==> src/rtl/assert_macros.svh <==
// Assertion helpers shared by the RTL. Both sample on clk_i and stay
// quiet while rst_ni is low.
`ifndef ASSERT_MACROS_SVH
`define ASSERT_MACROS_SVH
`define GLS_ASSERT_HOLDS(lbl, prop, msg) \
  lbl: assert property (@(posedge clk_i) disable iff (!rst_ni) (prop)) else $error(msg);
`define GLS_ASSERT_NEXT(lbl, ante, cons, msg) \
  lbl: assert property (@(posedge clk_i) disable iff (!rst_ni) (ante) |=> (cons)) \
    else $error(msg);
`endif

==> src/rtl/gls_pkg.sv <==
// ----------------------------------------------------------------------------
// gls_pkg
// Types, codes and helpers shared by the grid Laplacian stencil engine.
// ----------------------------------------------------------------------------
package gls_pkg;

  localparam int unsigned GlsMaxDim   = 16;
  localparam int unsigned GlsFracBits = 16;
  localparam int unsigned CfgAddrW    = 5;
  localparam int unsigned CfgDataW    = 32;
  localparam int unsigned IdxW        = 15;
  localparam int unsigned AccW        = 128;

  typedef enum logic [1:0] {
    OP_WRITE    = 2'd0,
    OP_SAMPLE   = 2'd1,
    OP_LAPLACE  = 2'd2,
    OP_INTEGRAL = 2'd3
  } gls_op_e;

  typedef enum logic [1:0] {
    BND_ZERO  = 2'd0,
    BND_WRAP  = 2'd1,
    BND_CLAMP = 2'd2
  } bnd_mode_e;

  typedef enum logic [2:0] {
    REG_SIZE_X      = 3'd0,
    REG_SIZE_Y      = 3'd1,
    REG_SIZE_Z      = 3'd2,
    REG_INV_DX_SQ   = 3'd3,
    REG_INV_DY_SQ   = 3'd4,
    REG_INV_DZ_SQ   = 3'd5,
    REG_CELL_VOLUME = 3'd6
  } cfg_reg_e;

  typedef enum logic [1:0] {
    MAC_IDLE   = 2'd0,
    MAC_MUL_LO = 2'd1,
    MAC_MUL_HI = 2'd2,
    MAC_ACC    = 2'd3
  } mac_op_e;

  typedef struct packed {
    logic    clear;
    mac_op_e op;
  } mac_cmd_t;

  typedef enum logic [3:0] {
    ST_CLEAR,
    ST_IDLE,
    ST_DECODE,
    ST_WRAP,
    ST_READ,
    ST_SAMPLE_DATA,
    ST_LAP_READ,
    ST_LAP_DATA,
    ST_MUL_LO,
    ST_MUL_HI,
    ST_MUL_ACC,
    ST_INT_RUN,
    ST_INT_TAIL,
    ST_ROUND,
    ST_DONE
  } gls_state_e;

  function automatic logic [4:0] eff_extent(logic [4:0] r, int unsigned max_dim);
    logic [4:0] e;
    e = r;
    if (r == 5'd0) begin
      e = 5'd1;
    end else if (32'(r) > max_dim) begin
      e = 5'(max_dim);
    end
    return e;
  endfunction

endpackage

==> src/rtl/gls_rem_unit.sv <==
// ----------------------------------------------------------------------------
// gls_rem_unit
// Bit-serial floored remainder of a signed coordinate by a grid extent,
// one quotient bit per cycle.
// ----------------------------------------------------------------------------
module gls_rem_unit import gls_pkg::*; (
  input  logic             clk_i,
  input  logic             rst_ni,
  input  logic             start_i,
  input  logic signed [7:0] coord_i,
  input  logic [4:0]       extent_i,
  output logic             done_o,
  output logic [4:0]       rem_o
);

  logic       busy_q, busy_d;
  logic [2:0] cnt_q, cnt_d;
  logic [7:0] mag_q, mag_d;
  logic [4:0] rem_q, rem_d;
  logic [4:0] n_q, n_d;
  logic       neg_q, neg_d;
  logic       done_q, done_d;
  logic [5:0] trial;

  always_comb begin
    busy_d = busy_q;
    cnt_d  = cnt_q;
    mag_d  = mag_q;
    rem_d  = rem_q;
    n_d    = n_q;
    neg_d  = neg_q;
    done_d = 1'b0;
    trial  = {rem_q, mag_q[7]};
    if (start_i) begin
      busy_d = 1'b1;
      cnt_d  = 3'd7;
      mag_d  = coord_i[7] ? 8'(-coord_i) : coord_i;
      rem_d  = 5'd0;
      n_d    = extent_i;
      neg_d  = coord_i[7];
    end else if (busy_q) begin
      mag_d = {mag_q[6:0], 1'b0};
      rem_d = (trial >= {1'b0, n_q}) ? 5'(trial - {1'b0, n_q}) : trial[4:0];
      cnt_d = cnt_q - 3'd1;
      if (cnt_q == 3'd0) begin
        busy_d = 1'b0;
        done_d = 1'b1;
      end
    end
  end

  always_ff @(posedge clk_i or negedge rst_ni) begin
    if (!rst_ni) begin
      busy_q <= 1'b0;
      done_q <= 1'b0;
      cnt_q  <= '0;
    end else begin
      busy_q <= busy_d;
      done_q <= done_d;
      cnt_q  <= cnt_d;
    end
  end

  always_ff @(posedge clk_i) begin
    mag_q <= mag_d;
    rem_q <= rem_d;
    n_q   <= n_d;
    neg_q <= neg_d;
  end

  assign done_o = done_q;
  assign rem_o  = (neg_q && rem_q != 5'd0) ? n_q - rem_q : rem_q;

endmodule

==> config.mk <==
export PLATFORM = sky130hd
export DESIGN_NAME = gls_rem_unit
export DESIGN_NICKNAME = d
export VERILOG_FILES = /design/src/rtl/assert_macros.svh /design/src/rtl/gls_pkg.sv /design/src/rtl/gls_rem_unit.sv
export SDC_FILE = /design/constraint.sdc
export NUM_CORES = 1
export LEC_CHECK = 0
export BUFFER_PORTS_ARGS = -buffer_cell sky130_fd_sc_hd__buf_4
export CAP_MARGIN = 20
export CORE_UTILIZATION = 36
export DETAILED_ROUTE_END_ITERATION = 6
export GPL_ROUTABILITY_DRIVEN = 0
export PLACE_DENSITY = 0.62
export SLEW_MARGIN = 25
export SYNTH_ARGS = -nofsm -noshare
export SYNTH_HDL_FRONTEND = slang
export SYNTH_SLANG_ARGS = --single-unit
==> constraint.sdc <==
create_clock -name clk_i -period 2.7 [get_ports clk_i]
set_input_delay 0.135 -clock clk_i [delete_from_list [all_inputs] [get_ports clk_i]]
set_output_delay 0.135 -clock clk_i [all_outputs]
set_load 0.01 [all_outputs]
Word level (Yosys, flattened, before mapping)

Cells that the tools add are included.

Register bits: 24
Output and inout port bits: 6
Logic and storage cells: 29
Input bits: 16

Muxes and demuxes: 13
Order comparisons: 1
Reduce and logical (&&, ||, !) cells: 4
Add/subtract/negate cells: 4

Operators by type and width:

| cell                  | count |
|---|---|
| $mux W8               | 3 |
| $mux W5               | 2 |
| $sub A5 B5 Y5         | 2 |
| $neg A8 Y8            | 1 |
| $ge A6 B5 Y1          | 1 |
| $mux W1               | 6 |
| $mux W3               | 2 |
| $reduce_bool A5 Y1    | 1 |
| $logic_not A3 Y1      | 1 |
| $sub A3 B1 Y3 const B | 1 |
| $reduce_bool A2 Y1    | 1 |
| $logic_and A1 B1 Y1   | 1 |

Depth between registers and ports, before layout

Gate-level depths: netlist of the first run.

Word-level depth: 4
Depth in mapped cells: 8

Worst setup path after synthesis of the first run

No wires, ideal clock.

Path kind: reg2reg
From: reg mag_q[7]
To: reg rem_q[0]
Arrival: 1.911 ns
Buffers on the path: 0
Cell stages (with the launch flop): 9
Slack: 0.709 ns
Data required time: 2.621 ns
Period minus slack after synthesis: 1.991 ns
Library setup time: 0.079 ns
Cell sequence: edfxtp_1 -> inv_1 -> ha_1 -> inv_1 -> fa_1 -> a21oi_1 -> o221ai_4 -> mux2_4 -> a211oi_2

Word-level cells in the longest chain between the ends: 2
Elaborated cells on any way between the ends: 3

RTL lines:

| element                                              | RTL line           | source |
|---|---|---|
| from (decl)                                          | gls_rem_unit.sv:18 | `logic [7:0] mag_q, mag_d;` |
| from (signal assigned)                               | gls_rem_unit.sv:65 | `mag_q <= mag_d;` |
| $sub A5 B5 Y5 / $ge A6 B5 Y1 (equally long branches) | gls_rem_unit.sv:43 | `rem_d = (trial >= {1'b0, n_q}) ? 5'(trial - {1'b0, n_q}) : trial[4:0];` |
| $mux W5 (*)                                          | gls_rem_unit.sv:43 |  |
| to (signal assigned)                                 | gls_rem_unit.sv:66 | `rem_q <= rem_d;` |
| to (decl)                                            | gls_rem_unit.sv:19 | `logic [4:0] rem_q, rem_d;` |

Mark *: on every way between the ends. The rest lies on a longest branch, timed or not.
A chain may end at the register's enable or synchronous reset.

Worst setup path after layout of the first run

From: reg rem_q[0]
To: out rem_o[4]

Word-level cells in the longest chain between the ends: 3
Elaborated cells on any way between the ends: 4

RTL lines:

| element                                                               | RTL line           | source |
|---|---|---|
| parallel branches: the longest is 2 deep, another holds $sub A5 B5 Y5 | -                  |  |
| $mux W5 (*)                                                           | gls_rem_unit.sv:72 | `assign rem_o = (neg_q && rem_q != 5'd0) ? n_q - rem_q : rem_q;` |
| to (decl)                                                             | gls_rem_unit.sv:13 | `output logic [4:0] rem_o` |

Mark *: on every way between the ends.

==> impl_metrics.prom, run 1 <==
# TYPE chip_impl_metric gauge
chip_impl_metric{name="synth.lib_cells_used.distinct",unit=""} 43
chip_impl_metric{name="dp_cells",unit=""} 218
chip_impl_info{name="yosysMostFrequentCell",value="sky130_fd_sc_hd__inv_1"} 1
chip_impl_metric{name="timing_max_transition_violations_final",unit=""} 0
chip_impl_metric{name="die-area",unit="um2"} 4490
chip_impl_metric{name="synth_area",unit="um2"} 1520
chip_impl_info{name="min-delay-start",value="extent_i[4]"} 1
chip_impl_info{name="synth_largest_area_cell",value="sky130_fd_sc_hd__edfxtp_1"} 1
chip_impl_metric{name="hpwlAfterDp",unit="um"} 2260
chip_impl_metric{name="clk_pin_slew_worst_paths",unit="ps"} 90
chip_impl_metric{name="peakVddDrop",unit="V"} 0.000288
chip_impl_info{name="hold_end",value="n_q[4]"} 1
chip_impl_metric{name="postRouteAntennaNets",unit=""} 0
chip_impl_info{name="most_used_flip_flop_cell_after_synthesis",value="sky130_fd_sc_hd__edfxtp_1"} 1
chip_impl_metric{name="detail_route.iter0.violations",unit=""} 25
chip_impl_metric{name="synth_enable_flop_cells",unit=""} 14
chip_impl_metric{name="initial_utilization",unit="%"} 37.8
chip_impl_metric{name="wire_length_of_the_first_global_routing_pass",unit="um"} 4850
chip_impl_metric{name="power.share.switching",unit="%"} 35.5
chip_impl_metric{name="synth_seq_cells",unit=""} 24
chip_impl_metric{name="critical_path_required",unit="ps"} 2570
chip_impl_metric{name="ios",unit=""} 22
chip_impl_info{name="regToRegEndpoint",value="rem_q[0]"} 1
chip_impl_metric{name="postCtsResizedCells",unit=""} 0
chip_impl_metric{name="power_report.internal_total",unit="mW"} 0.909
chip_impl_metric{name="routed_via_density",unit=""} 5.05
chip_impl_metric{name="chipWidth",unit="um"} 67.0
chip_impl_info{name="synthTopCellsByArea",value="sky130_fd_sc_hd__edfxtp_1 (28%), sky130_fd_sc_hd__ha_1 (9.9%), sky130_fd_sc_hd__dfrtp_1 (8.2%)"} 1
chip_impl_info{name="timing.critical_path.slowest_stage_cell",value="sky130_fd_sc_hd__dfxtp_1"} 1
chip_impl_metric{name="fmax",unit="MHz"} 445
chip_impl_info{name="rsz0062_at_grt",value="no"} 1
chip_impl_metric{name="synthesis.yosys.warnings",unit=""} 0
chip_impl_metric{name="power.leakage",unit="nW"} 0.782
chip_impl_metric{name="drcViolationCount",unit=""} 0
chip_impl_metric{name="postSynth.asyncResetShare",unit="%"} 20.8
chip_impl_metric{name="layout.cells.non_filler",unit=""} 223
chip_impl_info{name="timing.critical_path.max_delay_family",value="adder cells"} 1
chip_impl_info{name="worst_setup_path_end_kind",value="primary output"} 1
chip_impl_metric{name="die_h",unit="um"} 67.0
chip_impl_metric{name="synthCells",unit=""} 150
chip_impl_metric{name="clkSinkCount",unit=""} 24
chip_impl_metric{name="seq_power_share",unit="%"} 35.0
chip_impl_metric{name="number_of_post_cts_setup_repair_buffers",unit=""} 0
chip_impl_metric{name="flow.area_growth_from_synthesis",unit="%"} 18.0
chip_impl_metric{name="p_per_area",unit="nW/um2"} 784
chip_impl_info{name="hold_class",value="input pin to register"} 1
chip_impl_metric{name="final_nets",unit=""} 204
chip_impl_info{name="timing.setup.critical_path_class",value="register to primary output"} 1
chip_impl_info{name="yosys-top-cells-count",value="sky130_fd_sc_hd__inv_1 (19), sky130_fd_sc_hd__a21oi_1 (14), sky130_fd_sc_hd__edfxtp_1 (14)"} 1
chip_impl_metric{name="holdPathStages",unit=""} 1
chip_impl_metric{name="sequential_cell_area_fraction_in_the_yosys_report",unit="%"} 42.4
chip_impl_metric{name="synth_top_cell_area_share",unit="%"} 27.6
chip_impl_metric{name="avgSynthCellArea",unit="um2"} 10.2
chip_impl_metric{name="tightest_slew",unit="ps"} 411
chip_impl_metric{name="critical_path.n_buffers_inverters",unit=""} 2
chip_impl_metric{name="pin_count_of_the_biggest_net_entering_global_routing",unit=""} 30
chip_impl_metric{name="pwr-share-comb",unit="%"} 47.8
chip_impl_metric{name="grt_util_all_layers",unit="%"} 14.5
chip_impl_info{name="crit_path_start_kind",value="register"} 1
chip_impl_info{name="cts_root_buf",value="sky130_fd_sc_hd__clkbuf_8"} 1
chip_impl_metric{name="clk_latency",unit="ps"} 260
chip_impl_metric{name="io_buffers",unit=""} 21
chip_impl_metric{name="standard_cell_row_count",unit=""} 23
chip_impl_metric{name="postRouteWirelength",unit="um"} 2770
chip_impl_metric{name="critPathMaxStageDelay",unit="ps"} 500
chip_impl_info{name="clock_tree_from_tritoncts",value="yes"} 1
chip_impl_metric{name="r2r_slack",unit="ps"} 570
chip_impl_metric{name="clock_power_share",unit="%"} 17.2
chip_impl_metric{name="layout_min_cycle_time",unit="ps"} 2250
chip_impl_metric{name="crit_arrival",unit="ps"} 2110
chip_impl_metric{name="routed_wire_length_per_instance",unit="um"} 12.4
chip_impl_metric{name="core_region_area",unit="um2"} 4030
chip_impl_metric{name="setup_ws",unit="ps"} 454
chip_impl_metric{name="cts-root-to-sink-buffers",unit=""} 2
chip_impl_info{name="regToRegStartpoint",value="mag_q[7]"} 1
chip_impl_metric{name="hold_violations",unit=""} 0
chip_impl_info{name="outcome",value="complete, no violations"} 1
chip_impl_metric{name="p_switching",unit="mW"} 0.500
chip_impl_metric{name="antenna_cells_inserted",unit=""} 0
chip_impl_metric{name="ctsHtreeMaxLevel",unit=""} 1
chip_impl_metric{name="final_period_util",unit="%"} 83.2
chip_impl_metric{name="detailroute.via_count",unit=""} 1126
chip_impl_metric{name="grt_antenna_before_repair",unit=""} 0
chip_impl_metric{name="worstPathMaxFanout",unit=""} 7
chip_impl_metric{name="setup_failing_eps_final",unit=""} 0
chip_impl_metric{name="totalNegativeSetupSlack",unit="ps"} 0
chip_impl_metric{name="ff2ff_path_depth",unit=""} 8
chip_impl_metric{name="firstDrtPassIters",unit=""} 4
chip_impl_metric{name="finish.utilization",unit="%"} 44.6
chip_impl_metric{name="synth_nets",unit=""} 180
chip_impl_metric{name="pre_cts_slack",unit="ps"} 568
chip_impl_metric{name="max-cap-violations",unit=""} 0
chip_impl_metric{name="grt_overflow_total",unit=""} 0
chip_impl_metric{name="cts-buffers-inserted",unit=""} 3
chip_impl_info{name="cp_cell_sequence",value="ha_1 -> inv_1 -> fa_1 -> nand3_1 -> and3_2 -> o21ai_2 -> xnor2_1 -> buf_4"} 1
chip_impl_metric{name="finalClockSkew",unit="ps"} 5.90
chip_impl_metric{name="share_of_layout_cells_above_drive_strength_1",unit="%"} 19.1
chip_impl_metric{name="maxSlewHeadroom",unit="%"} 72.6
chip_impl_metric{name="grt_pass1_vias",unit=""} 1133
layout by cell type, fill, tap and decap left out, types with 5 or more instances in the layout:
cell / netlist / routed
sky130_fd_sc_hd__o21ai_0: 6 / 6
sky130_fd_sc_hd__edfxtp_1: 14 / 14
sky130_fd_sc_hd__xor2_1: 6 / 6
sky130_fd_sc_hd__xnor2_1: 5 / 5
sky130_fd_sc_hd__nand2b_1: 5 / 5
sky130_fd_sc_hd__ha_1: 12 / 12
sky130_fd_sc_hd__nand2_1: 8 / 8
sky130_fd_sc_hd__nor2_1: 12 / 12
sky130_fd_sc_hd__dfrtp_1: 5 / 5
sky130_fd_sc_hd__buf_4: 0 / 21
sky130_fd_sc_hd__dfxtp_1: 5 / 5
sky130_fd_sc_hd__a21oi_1: 14 / 14
sky130_fd_sc_hd__inv_1: 19 / 19
final cells by class:
type	count	area (um2)
Clock buffer	4	55.1
Timing Repair Buffer	22	168
Sequential cell	24	646
Fill cell	397	2230
Tap cell	50	62.6
Inverter	19	71.3
Multi-Input combinational cell	104	795
metal layers:
metal / global-route usage, % / wire [um] / up-vias / share of wire (%)
li1: - / - / 572 / -
met1: 17.5 / 1270 / 535 / 46
met2: 25.4 / 1400 / 15 / 51
met3: 2.57 / 62 / 4 / 2.2
met4: 5.32 / 36 / 0 / 1.3
met5: 0 / 0 / - / 0
per-stage QoR:
stage               instance area [um2]  hold slack [ps]  power (mW)
global route                       1800             34.3        1.52
global placement                   1730            -61.6        1.16
detailed placement                 1730            -59.3        1.18
finish                             1800             45.2        1.41
floorplan                          1520             -161       0.981
CTS                                1800             38.2        1.43
cells by family after synthesis:
kind of cell / count (synthesis) / share of synthesized area, %
xor+xnor: 11 / 6.33
flops: 24 / 42.4
simple gates: 40 / 14.1
fa+ha+maj: 14 / 12.5
buf+inv: 22 / 5.42
compound gates: 35 / 16.3
mux: 4 / 2.96
what timing repair did:
action / in CTS / in global routing
setup endpoints to repair: 0 / 0
hold endpoints to repair: 5 / 0
hold buffers: 1 / 0
state kept, by name, indices dropped and copies added (netlist names):
name / count
cnt_q: 3
mag_q: 8
busy_q: 1
neg_q: 1
n_q: 5
rem_q: 5
done_o: 1
worst max path at each step:
stage | cells after the start | end | start | slack, ps
after floorplan | 8 | rem_q[0] | mag_q[7] | 710
after global placement | 8 | rem_q[0] | mag_q[7] | 650
after detailed placement | 8 | rem_q[0] | mag_q[7] | 570
after CTS | 8 | rem_o[4] | rem_q[0] | 430
after global routing | 8 | rem_o[4] | rem_q[0] | 300
final | 8 | rem_o[4] | rem_q[0] | 450
power by group through the flow:
stage | Clock (mW) | Sequential (mW) | Combinational [mW]
2_1_floorplan | 0 | 0.488 | 0.493
3_5_place_dp | 0 | 0.503 | 0.675
4_1_cts | 0.251 | 0.496 | 0.679
5_1_grt | 0.264 | 0.504 | 0.754
6_report | 0.242 | 0.493 | 0.673
3_3_place_gp | 0 | 0.504 | 0.655
(Power assumes the default switching activity.)
==> run 2, diff against run 1 <==
--- a/config.mk
+++ b/config.mk
@@ -5,6 +5,7 @@
 export SDC_FILE = /design/constraint.sdc
 export NUM_CORES = 1
 export LEC_CHECK = 0
+export ABC_AREA = 1
 export BUFFER_PORTS_ARGS = -buffer_cell sky130_fd_sc_hd__buf_4
 export CAP_MARGIN = 20
 export CORE_UTILIZATION = 36
==> constraint.sdc (replaced) <==
create_clock -name clk_i -period 2.1 [get_ports clk_i]
set_input_delay 0.105 -clock clk_i [delete_from_list [all_inputs] [get_ports clk_i]]
set_output_delay 0.105 -clock clk_i [all_outputs]
set_load 0.01 [all_outputs]
==> run 2 against run 1 <==
Net effect: clock skew fell by 1.9 ps; clock-buffer cell count did not move; synthesized cell count rose by 34%; critical path type unchanged; clock power rose by 16%; register-to-register slack got worse by 200 ps; setup slack got worse by 390 ps; die area rose by 4.8%; critical path depth did not move; non-clock buffer count rose by 7; largest power group unchanged.
==> impl_metrics.prom, run 2 <==
# TYPE chip_impl_metric gauge
chip_impl_metric{name="peakVddDrop",unit="V"} 0.000417
chip_impl_metric{name="grt_util_all_layers",unit="%"} 14.7
chip_impl_info{name="clock_tree_from_tritoncts",value="yes"} 1
chip_impl_metric{name="p_switching",unit="mW"} 0.736
chip_impl_metric{name="grt_antenna_before_repair",unit=""} 0
chip_impl_metric{name="report.power.total",unit="mW"} 1.86
chip_impl_metric{name="critPathMaxStageDelay",unit="ps"} 400
chip_impl_metric{name="final_nets",unit=""} 262
chip_impl_metric{name="sequential_cell_area_fraction_in_the_yosys_report",unit="%"} 40.4
chip_impl_metric{name="crit_arrival",unit="ps"} 1930
chip_impl_info{name="cts_root_buf",value="sky130_fd_sc_hd__clkbuf_8"} 1
chip_impl_metric{name="finalClockSkew",unit="ps"} 3.97
chip_impl_info{name="yosysMostFrequentCell",value="sky130_fd_sc_hd__nand2_1"} 1
chip_impl_metric{name="power_report.internal_total",unit="mW"} 1.12
chip_impl_metric{name="flow.area_growth_from_synthesis",unit="%"} 21.1
chip_impl_metric{name="die-area",unit="um2"} 4710
chip_impl_metric{name="standard_cell_row_count",unit=""} 23
chip_impl_metric{name="detailroute.via_count",unit=""} 1330
chip_impl_metric{name="antenna_cells_inserted",unit=""} 0
chip_impl_metric{name="drcViolationCount",unit=""} 0
chip_impl_metric{name="critical_path_required",unit="ps"} 2000
chip_impl_metric{name="synth_top_cell_area_share",unit="%"} 26.3
chip_impl_metric{name="ctsHtreeMaxLevel",unit=""} 1
chip_impl_info{name="cp_cell_sequence",value="inv_1 -> ha_2 -> inv_2 -> fa_2 -> buf_4 -> xnor2_1 -> o21ai_0 -> buf_4"} 1
chip_impl_info{name="hold_class",value="input pin to register"} 1
chip_impl_metric{name="grt_pass1_vias",unit=""} 1219
chip_impl_info{name="rsz0062_at_grt",value="yes"} 1
chip_impl_metric{name="detail_route.iter0.violations",unit=""} 63
chip_impl_metric{name="clk_latency",unit="ps"} 260
chip_impl_metric{name="hold_violations",unit=""} 0
chip_impl_metric{name="routed_wire_length_per_instance",unit="um"} 11.1
chip_impl_metric{name="postSynth.asyncResetShare",unit="%"} 20.8
chip_impl_metric{name="dpl_cell_area",unit="um2"} 1800
chip_impl_metric{name="ios",unit=""} 22
chip_impl_metric{name="grt_overflow_total",unit=""} 0
chip_impl_metric{name="final_period_util",unit="%"} 96.7
chip_impl_info{name="outcome",value="complete, no violations"} 1
chip_impl_metric{name="power.leakage",unit="nW"} 0.975
chip_impl_metric{name="max-cap-violations",unit=""} 0
chip_impl_metric{name="layout_min_cycle_time",unit="ps"} 2030
chip_impl_metric{name="cts-buffers-inserted",unit=""} 3
chip_impl_info{name="timing.setup.critical_path_class",value="register to primary output"} 1
chip_impl_metric{name="clock_power_share",unit="%"} 15.1
chip_impl_info{name="most_used_flip_flop_cell_after_synthesis",value="sky130_fd_sc_hd__edfxtp_1"} 1
chip_impl_metric{name="routed_via_density",unit=""} 4.73
chip_impl_metric{name="synth_area",unit="um2"} 1600
chip_impl_info{name="final_common_cell",value="sky130_fd_sc_hd__nand2_1"} 1
chip_impl_info{name="mostFrequentLayoutCells",value="sky130_fd_sc_hd__nand2_1 (55), sky130_fd_sc_hd__inv_1 (30), sky130_fd_sc_hd__nand3_1 (24)"} 1
chip_impl_metric{name="firstDrtPassIters",unit=""} 4
chip_impl_metric{name="wire_length_of_the_first_global_routing_pass",unit="um"} 5260
chip_impl_info{name="critPathMostFrequentCell",value="sky130_fd_sc_hd__buf_4"} 1
chip_impl_metric{name="avgSynthCellArea",unit="um2"} 7.95
chip_impl_metric{name="pin_count_of_the_biggest_net_entering_global_routing",unit=""} 17
chip_impl_metric{name="timing_max_transition_violations_final",unit=""} 0
chip_impl_info{name="crit_path_start_kind",value="register"} 1
chip_impl_info{name="biggestRegsByFlops",value="mag_q: 8 flops, n_q: 5 flops, rem_q: 5 flops"} 1
chip_impl_metric{name="initial_utilization",unit="%"} 38.6
chip_impl_metric{name="maxSlewHeadroom",unit="%"} 79.0
chip_impl_metric{name="worstPathMaxFanout",unit=""} 2
chip_impl_metric{name="power.share.switching",unit="%"} 39.7
chip_impl_metric{name="fillerInstances",unit=""} 440
chip_impl_metric{name="die_h",unit="um"} 68.6
chip_impl_metric{name="pwr-share-comb",unit="%"} 50.2
chip_impl_metric{name="clkSinkCount",unit=""} 24
chip_impl_metric{name="tightest_slew",unit="ps"} 315
chip_impl_metric{name="share_of_layout_cells_above_drive_strength_1",unit="%"} 17.7
chip_impl_metric{name="setup_failing_eps_final",unit=""} 0
chip_impl_info{name="timing.critical_path.slowest_stage_cell",value="sky130_fd_sc_hd__edfxtp_1"} 1
chip_impl_metric{name="synth.lib_cells_used.distinct",unit=""} 28
chip_impl_metric{name="seq_power_share",unit="%"} 34.7
chip_impl_metric{name="clk_pin_slew_worst_paths",unit="ps"} 80
chip_impl_metric{name="chipWidth",unit="um"} 68.6
chip_impl_metric{name="finish.instance_area",unit="um2"} 1940
chip_impl_metric{name="postRouteWirelength",unit="um"} 3110
chip_impl_info{name="synthTopCellsByArea",value="sky130_fd_sc_hd__edfxtp_1 (26%), sky130_fd_sc_hd__nand2_1 (13%), sky130_fd_sc_hd__ha_1 (9.4%)"} 1
chip_impl_metric{name="fmax",unit="MHz"} 492
chip_impl_info{name="yosys-top-cells-count",value="sky130_fd_sc_hd__nand2_1 (57), sky130_fd_sc_hd__inv_1 (31), sky130_fd_sc_hd__nand3_1 (24)"} 1
chip_impl_metric{name="synth_enable_flop_cells",unit=""} 14
chip_impl_info{name="largest_reg_by_ff_count",value="mag_q"} 1
chip_impl_metric{name="p_per_area",unit="nW/um2"} 958
chip_impl_info{name="synth_largest_area_cell",value="sky130_fd_sc_hd__edfxtp_1"} 1
chip_impl_metric{name="synth_nets",unit=""} 231
chip_impl_metric{name="totalNegativeSetupSlack",unit="ps"} 0
chip_impl_metric{name="postRouteAntennaNets",unit=""} 0
chip_impl_info{name="worst_setup_path_end_kind",value="primary output"} 1
chip_impl_metric{name="synthCells",unit=""} 201
chip_impl_metric{name="io_buffers",unit=""} 21
chip_impl_metric{name="largest_reg_flops",unit=""} 8
chip_impl_metric{name="hpwlAfterDp",unit="um"} 2360
chip_impl_metric{name="cts-root-to-sink-buffers",unit=""} 2
chip_impl_metric{name="synthesis.yosys.warnings",unit=""} 0
chip_impl_metric{name="synth_seq_cells",unit=""} 24
chip_impl_metric{name="core_region_area",unit="um2"} 4140
[run 2: final timing paths]
check / start / to / slack (ps) / depth (start not counted)
setup / recovery: n_q[0] / rem_o[2] / 70 / 8
hold / removal: coord_i[0] / mag_q[0] / 110 / 3
setup reg to reg: mag_q[7] / rem_q[3] / 370 / 11
hold reg to reg: cnt_q[0] / cnt_q[0] / 480 / 1
max in group asynchronous: rst_ni / cnt_q[1] / 1820 / 2
min in group asynchronous: rst_ni / cnt_q[0] / 170 / 2
[run 2: cell families (layout without fill, tap and decap cells)]
family	Yosys count	after routing	synth area share, %
compound gates	25	25	8.77
xor+xnor	5	5	2.74
fa+ha+maj	14	14	11.9
buf+inv	36	66	9.08
flops	24	24	40.4
simple gates	97	97	27.1
[run 2: critical path, delay by kind of cell (launching register included)]
kind | cells | cell delay [ps]
adder cells (fa/ha/maj) | 2 | 530
buffers and inverters | 4 | 430
flip-flops | 1 | 400
AO/OA/AOI/OAI | 1 | 200
XOR/XNOR | 1 | 110
[run 2: per-layer routing]
layer | part of all wire (%) | routed length, um | track usage, %
met1 | 50 | 1560 | 21.3
met5 | 0 | 0 | 0
met4 | 1.0 | 31 | 3.65
met2 | 45 | 1400 | 22.5
met3 | 3.6 | 113 | 2.47
[run 2: layout make-up]
type                            count  area [um2]  area share [%]
Sequential cell                    24         647            33.4
Clock buffer                        4        45.0            2.33
Timing Repair Buffer               29         233            12.0
Tap cell                           50        62.6            3.23
Multi-Input combinational cell    141         825            42.6
Inverter                           33         124            6.40
[run 2: power by group through the flow]
stage | clock network (mW) | registers, mW | logic, mW
3_5_place_dp | 0 | 0.651 | 0.887
6_report | 0.280 | 0.643 | 0.932
4_1_cts | 0.291 | 0.643 | 0.893
5_1_grt | 0.308 | 0.653 | 1.08
2_1_floorplan | 0 | 0.631 | 0.650
3_3_place_gp | 0 | 0.648 | 0.885
[run 2: through the flow]
step | cells | hold slack [ps] | worst slack [ps] | util, %
finish | 281 | 107 | 68.3 | 46.7
global route | 281 | 103 | -105 | 46.7
CTS | 275 | 0.701 | 13.5 | 44.9
detailed placement | 270 | -88.1 | 286 | 43.5
global placement | 270 | -88.1 | 346 | 43.5
floorplan | 201 | -191 | 490 | -
[run 2: timing repair]
item | CTS | global route
pin swaps | 0 | 2
buffers inserted | 0 | 1
resized for setup | 1 | 7
gates cloned | 0 | 0
hold buffers | 1 | 5
hold endpoints to repair | 5 | 5
endpoints found under the setup margin | 1 | 2
==> run 3, diff against run 2 <==
--- a/config.mk
+++ b/config.mk
@@ -12,6 +12,7 @@
 export DETAILED_ROUTE_END_ITERATION = 6
 export GPL_ROUTABILITY_DRIVEN = 0
 export PLACE_DENSITY = 0.62
+export RECOVER_POWER = 25
 export SLEW_MARGIN = 25
 export SYNTH_ARGS = -nofsm -noshare
 export SYNTH_HDL_FRONTEND = slang
==> run 3 against run 2 <==
Net effect: clock-buffer cell count unchanged; register-to-register slack hardly changed; sequential share of layout area increased by 0.20 points; setup slack barely moved; clock power barely moved; final cell count unchanged; clock skew hardly changed; core utilization is 0.27 points lower; critical endpoint unchanged; largest cell class unchanged; highest routed layer unchanged.
==> impl_metrics.prom, run 3 (synthesis results as in run 2) <==
# TYPE chip_impl_metric gauge
chip_impl_info{name="outcome",value="complete, no violations"} 1
chip_impl_metric{name="maxSlewHeadroom",unit="%"} 43.6
chip_impl_info{name="crit_path_start_kind",value="register"} 1
chip_impl_metric{name="chipWidth",unit="um"} 68.6
chip_impl_metric{name="postRouteWirelength",unit="um"} 3110
chip_impl_metric{name="ff2ff_path_depth",unit=""} 11
chip_impl_metric{name="layout_min_cycle_time",unit="ps"} 2030
chip_impl_info{name="hold_end",value="mag_q[0]"} 1
chip_impl_info{name="cts_root_buf",value="sky130_fd_sc_hd__clkbuf_8"} 1
chip_impl_metric{name="core_region_area",unit="um2"} 4140
chip_impl_metric{name="detailroute.via_count",unit=""} 1331
chip_impl_metric{name="hold_violations",unit=""} 0
chip_impl_metric{name="seq_power_share",unit="%"} 34.7
chip_impl_metric{name="clkSinkCount",unit=""} 24
chip_impl_info{name="cp_cell_sequence",value="inv_1 -> ha_2 -> inv_2 -> fa_2 -> buf_4 -> xnor2_1 -> o21ai_0 -> buf_4"} 1
chip_impl_metric{name="power.share.switching",unit="%"} 39.7
chip_impl_metric{name="largest_reg_flops",unit=""} 8
chip_impl_metric{name="crit_arrival",unit="ps"} 1930
chip_impl_info{name="regToRegEndpoint",value="rem_q[3]"} 1
chip_impl_metric{name="postRouteAntennaNets",unit=""} 0
chip_impl_metric{name="fmax",unit="MHz"} 492
chip_impl_metric{name="fillerInstances",unit=""} 438
chip_impl_metric{name="ios",unit=""} 22
chip_impl_metric{name="critical_path_required",unit="ps"} 2000
chip_impl_metric{name="power_report.internal_total",unit="mW"} 1.12
chip_impl_metric{name="pre_cts_slack",unit="ps"} 286
chip_impl_metric{name="finalClockSkew",unit="ps"} 3.83
chip_impl_metric{name="clk_latency",unit="ps"} 260
chip_impl_metric{name="share_of_layout_cells_above_drive_strength_1",unit="%"} 16.5
chip_impl_metric{name="final_nets",unit=""} 262
chip_impl_metric{name="flow.area_growth_from_synthesis",unit="%"} 20.4
chip_impl_metric{name="peakVddDrop",unit="V"} 0.000417
chip_impl_metric{name="drcViolationCount",unit=""} 0
chip_impl_metric{name="die_h",unit="um"} 68.6
chip_impl_metric{name="ctsHtreeMaxLevel",unit=""} 1
chip_impl_info{name="final_common_cell",value="sky130_fd_sc_hd__nand2_1"} 1
chip_impl_info{name="mostFrequentLayoutCells",value="sky130_fd_sc_hd__nand2_1 (55), sky130_fd_sc_hd__inv_1 (30), sky130_fd_sc_hd__nand3_1 (24)"} 1
chip_impl_metric{name="hpwlAfterDp",unit="um"} 2360
chip_impl_metric{name="die-area",unit="um2"} 4710
chip_impl_metric{name="grt_antenna_before_repair",unit=""} 0
chip_impl_metric{name="worstPathMaxFanout",unit=""} 2
chip_impl_metric{name="r2r_slack",unit="ps"} 370
chip_impl_metric{name="detail_route.iter0.violations",unit=""} 55
chip_impl_metric{name="tightest_slew",unit="ps"} 847
chip_impl_info{name="hold_class",value="input pin to register"} 1
chip_impl_metric{name="p_per_area",unit="nW/um2"} 963
chip_impl_info{name="clock_tree_from_tritoncts",value="yes"} 1
chip_impl_metric{name="p_switching",unit="mW"} 0.735
chip_impl_metric{name="grt_overflow_total",unit=""} 0
chip_impl_info{name="timing.critical_path.slowest_stage_cell",value="sky130_fd_sc_hd__edfxtp_1"} 1
chip_impl_metric{name="cts-buffers-inserted",unit=""} 3
chip_impl_info{name="critPathMostFrequentCell",value="sky130_fd_sc_hd__buf_4"} 1
chip_impl_metric{name="routed_wire_length_per_instance",unit="um"} 11.1
chip_impl_metric{name="setup_failing_eps_final",unit=""} 0
chip_impl_metric{name="routed_via_density",unit=""} 4.74
chip_impl_info{name="worst_setup_path_end_kind",value="primary output"} 1
chip_impl_info{name="largest_reg_by_ff_count",value="mag_q"} 1
chip_impl_metric{name="setup_ws",unit="ps"} 68.5
chip_impl_metric{name="wire_length_of_the_first_global_routing_pass",unit="um"} 5260
chip_impl_info{name="rsz0062_at_grt",value="yes"} 1
chip_impl_info{name="min-delay-start",value="coord_i[0]"} 1
chip_impl_metric{name="clock_power_share",unit="%"} 15.1
chip_impl_info{name="timing.setup.critical_path_class",value="register to primary output"} 1
chip_impl_metric{name="cts-root-to-sink-buffers",unit=""} 2
chip_impl_info{name="regToRegStartpoint",value="mag_q[7]"} 1
chip_impl_metric{name="standard_cell_row_count",unit=""} 23
chip_impl_metric{name="holdPathStages",unit=""} 3
chip_impl_metric{name="max-cap-violations",unit=""} 0
chip_impl_metric{name="antenna_cells_inserted",unit=""} 0
chip_impl_metric{name="firstDrtPassIters",unit=""} 4
chip_impl_metric{name="totalNegativeSetupSlack",unit="ps"} 0
chip_impl_metric{name="worst_hold_slack",unit="ps"} 107
chip_impl_metric{name="clk_pin_slew_worst_paths",unit="ps"} 80
chip_impl_metric{name="critPathMaxStageDelay",unit="ps"} 400
chip_impl_metric{name="dpl_cell_area",unit="um2"} 1800
chip_impl_metric{name="grt_pass1_vias",unit=""} 1219
chip_impl_metric{name="pin_count_of_the_biggest_net_entering_global_routing",unit=""} 17
chip_impl_metric{name="power.leakage",unit="nW"} 0.965
chip_impl_metric{name="timing_max_transition_violations_final",unit=""} 0
chip_impl_metric{name="initial_utilization",unit="%"} 38.6
chip_impl_metric{name="io_buffers",unit=""} 21
chip_impl_metric{name="report.power.total",unit="mW"} 1.85
chip_impl_metric{name="grt_util_all_layers",unit="%"} 14.7
chip_impl_metric{name="finish.instance_area",unit="um2"} 1920
chip_impl_metric{name="pwr-share-comb",unit="%"} 50.2
chip_impl_metric{name="final_period_util",unit="%"} 96.7
chip_impl_info{name="biggestRegsByFlops",value="mag_q: 8 flops, n_q: 5 flops, rem_q: 5 flops"} 1
run 3: cell types whose count changed in the layout (fill, tap and decap cells not counted):
cell / change
sky130_fd_sc_hd__buf_4: -3
sky130_fd_sc_hd__clkbuf_1: +3
run 3: through the flow:
step           utilization, %  std cells
3_3_place_gp             43.5        270
3_5_place_dp             43.5        270
6_report                 46.4        281
5_1_grt                  46.4        281
4_1_cts                  44.9        275
2_1_floorplan               -        201
run 3: power by group through the flow:
stage / sequential (mW) / combinational, mW / clock, mW
floorplan: 0.631 / 0.650 / 0
global route: 0.653 / 1.08 / 0.308
CTS: 0.643 / 0.893 / 0.291
detailed placement: 0.651 / 0.887 / 0
finish: 0.643 / 0.929 / 0.280
global placement: 0.648 / 0.885 / 0
run 3: how the worst max path moves through the flow:
stage                     startpoint       end  slack [ps]
after global routing          n_q[0]  rem_o[4]        -100
after detailed placement    rem_q[0]  rem_o[4]         290
after CTS                     n_q[0]  rem_o[4]          10
after floorplan             rem_q[0]  rem_o[4]         490
final                         n_q[0]  rem_o[2]          70
after global placement      rem_q[0]  rem_o[4]         350
run 3: worst max-delay path, delay by kind of cell, from the launching register on:
| family | cells | cell delay, ps |
|---|---|---|
| buffers and inverters | 4 | 430 |
| flip-flops | 1 | 400 |
| AO/OA/AOI/OAI | 1 | 200 |
| adder cells (fa/ha/maj) | 2 | 530 |
| XOR/XNOR | 1 | 110 |
run 3: layer usage:
layer | track usage, % | up-vias | share of wire [%]
li1 | - | 717 | -
met1 | 21.3 | 584 | 50
met2 | 22.5 | 25 | 45
met3 | 2.47 | 5 | 3.7
met4 | 3.65 | 0 | 1.0
met5 | 0 | - | 0
run 3: final cells by class:
type / count / area, um2 / share of cell area (%)
multi-input cells: 141 / 825 / 42.8
repair buffers: 29 / 221 / 11.5
clock buffers: 4 / 45.0 / 2.34
inverters: 33 / 124 / 6.44
flip-flops and latches: 24 / 647 / 33.6
well taps: 50 / 62.6 / 3.25
run 3: repair_timing:
action	in CTS	in global routing
buffers inserted	0	1
endpoints found under the setup margin	1	2
hold buffers	1	5
resized for setup	1	7
pin swaps	0	2
hold endpoints to repair	5	5
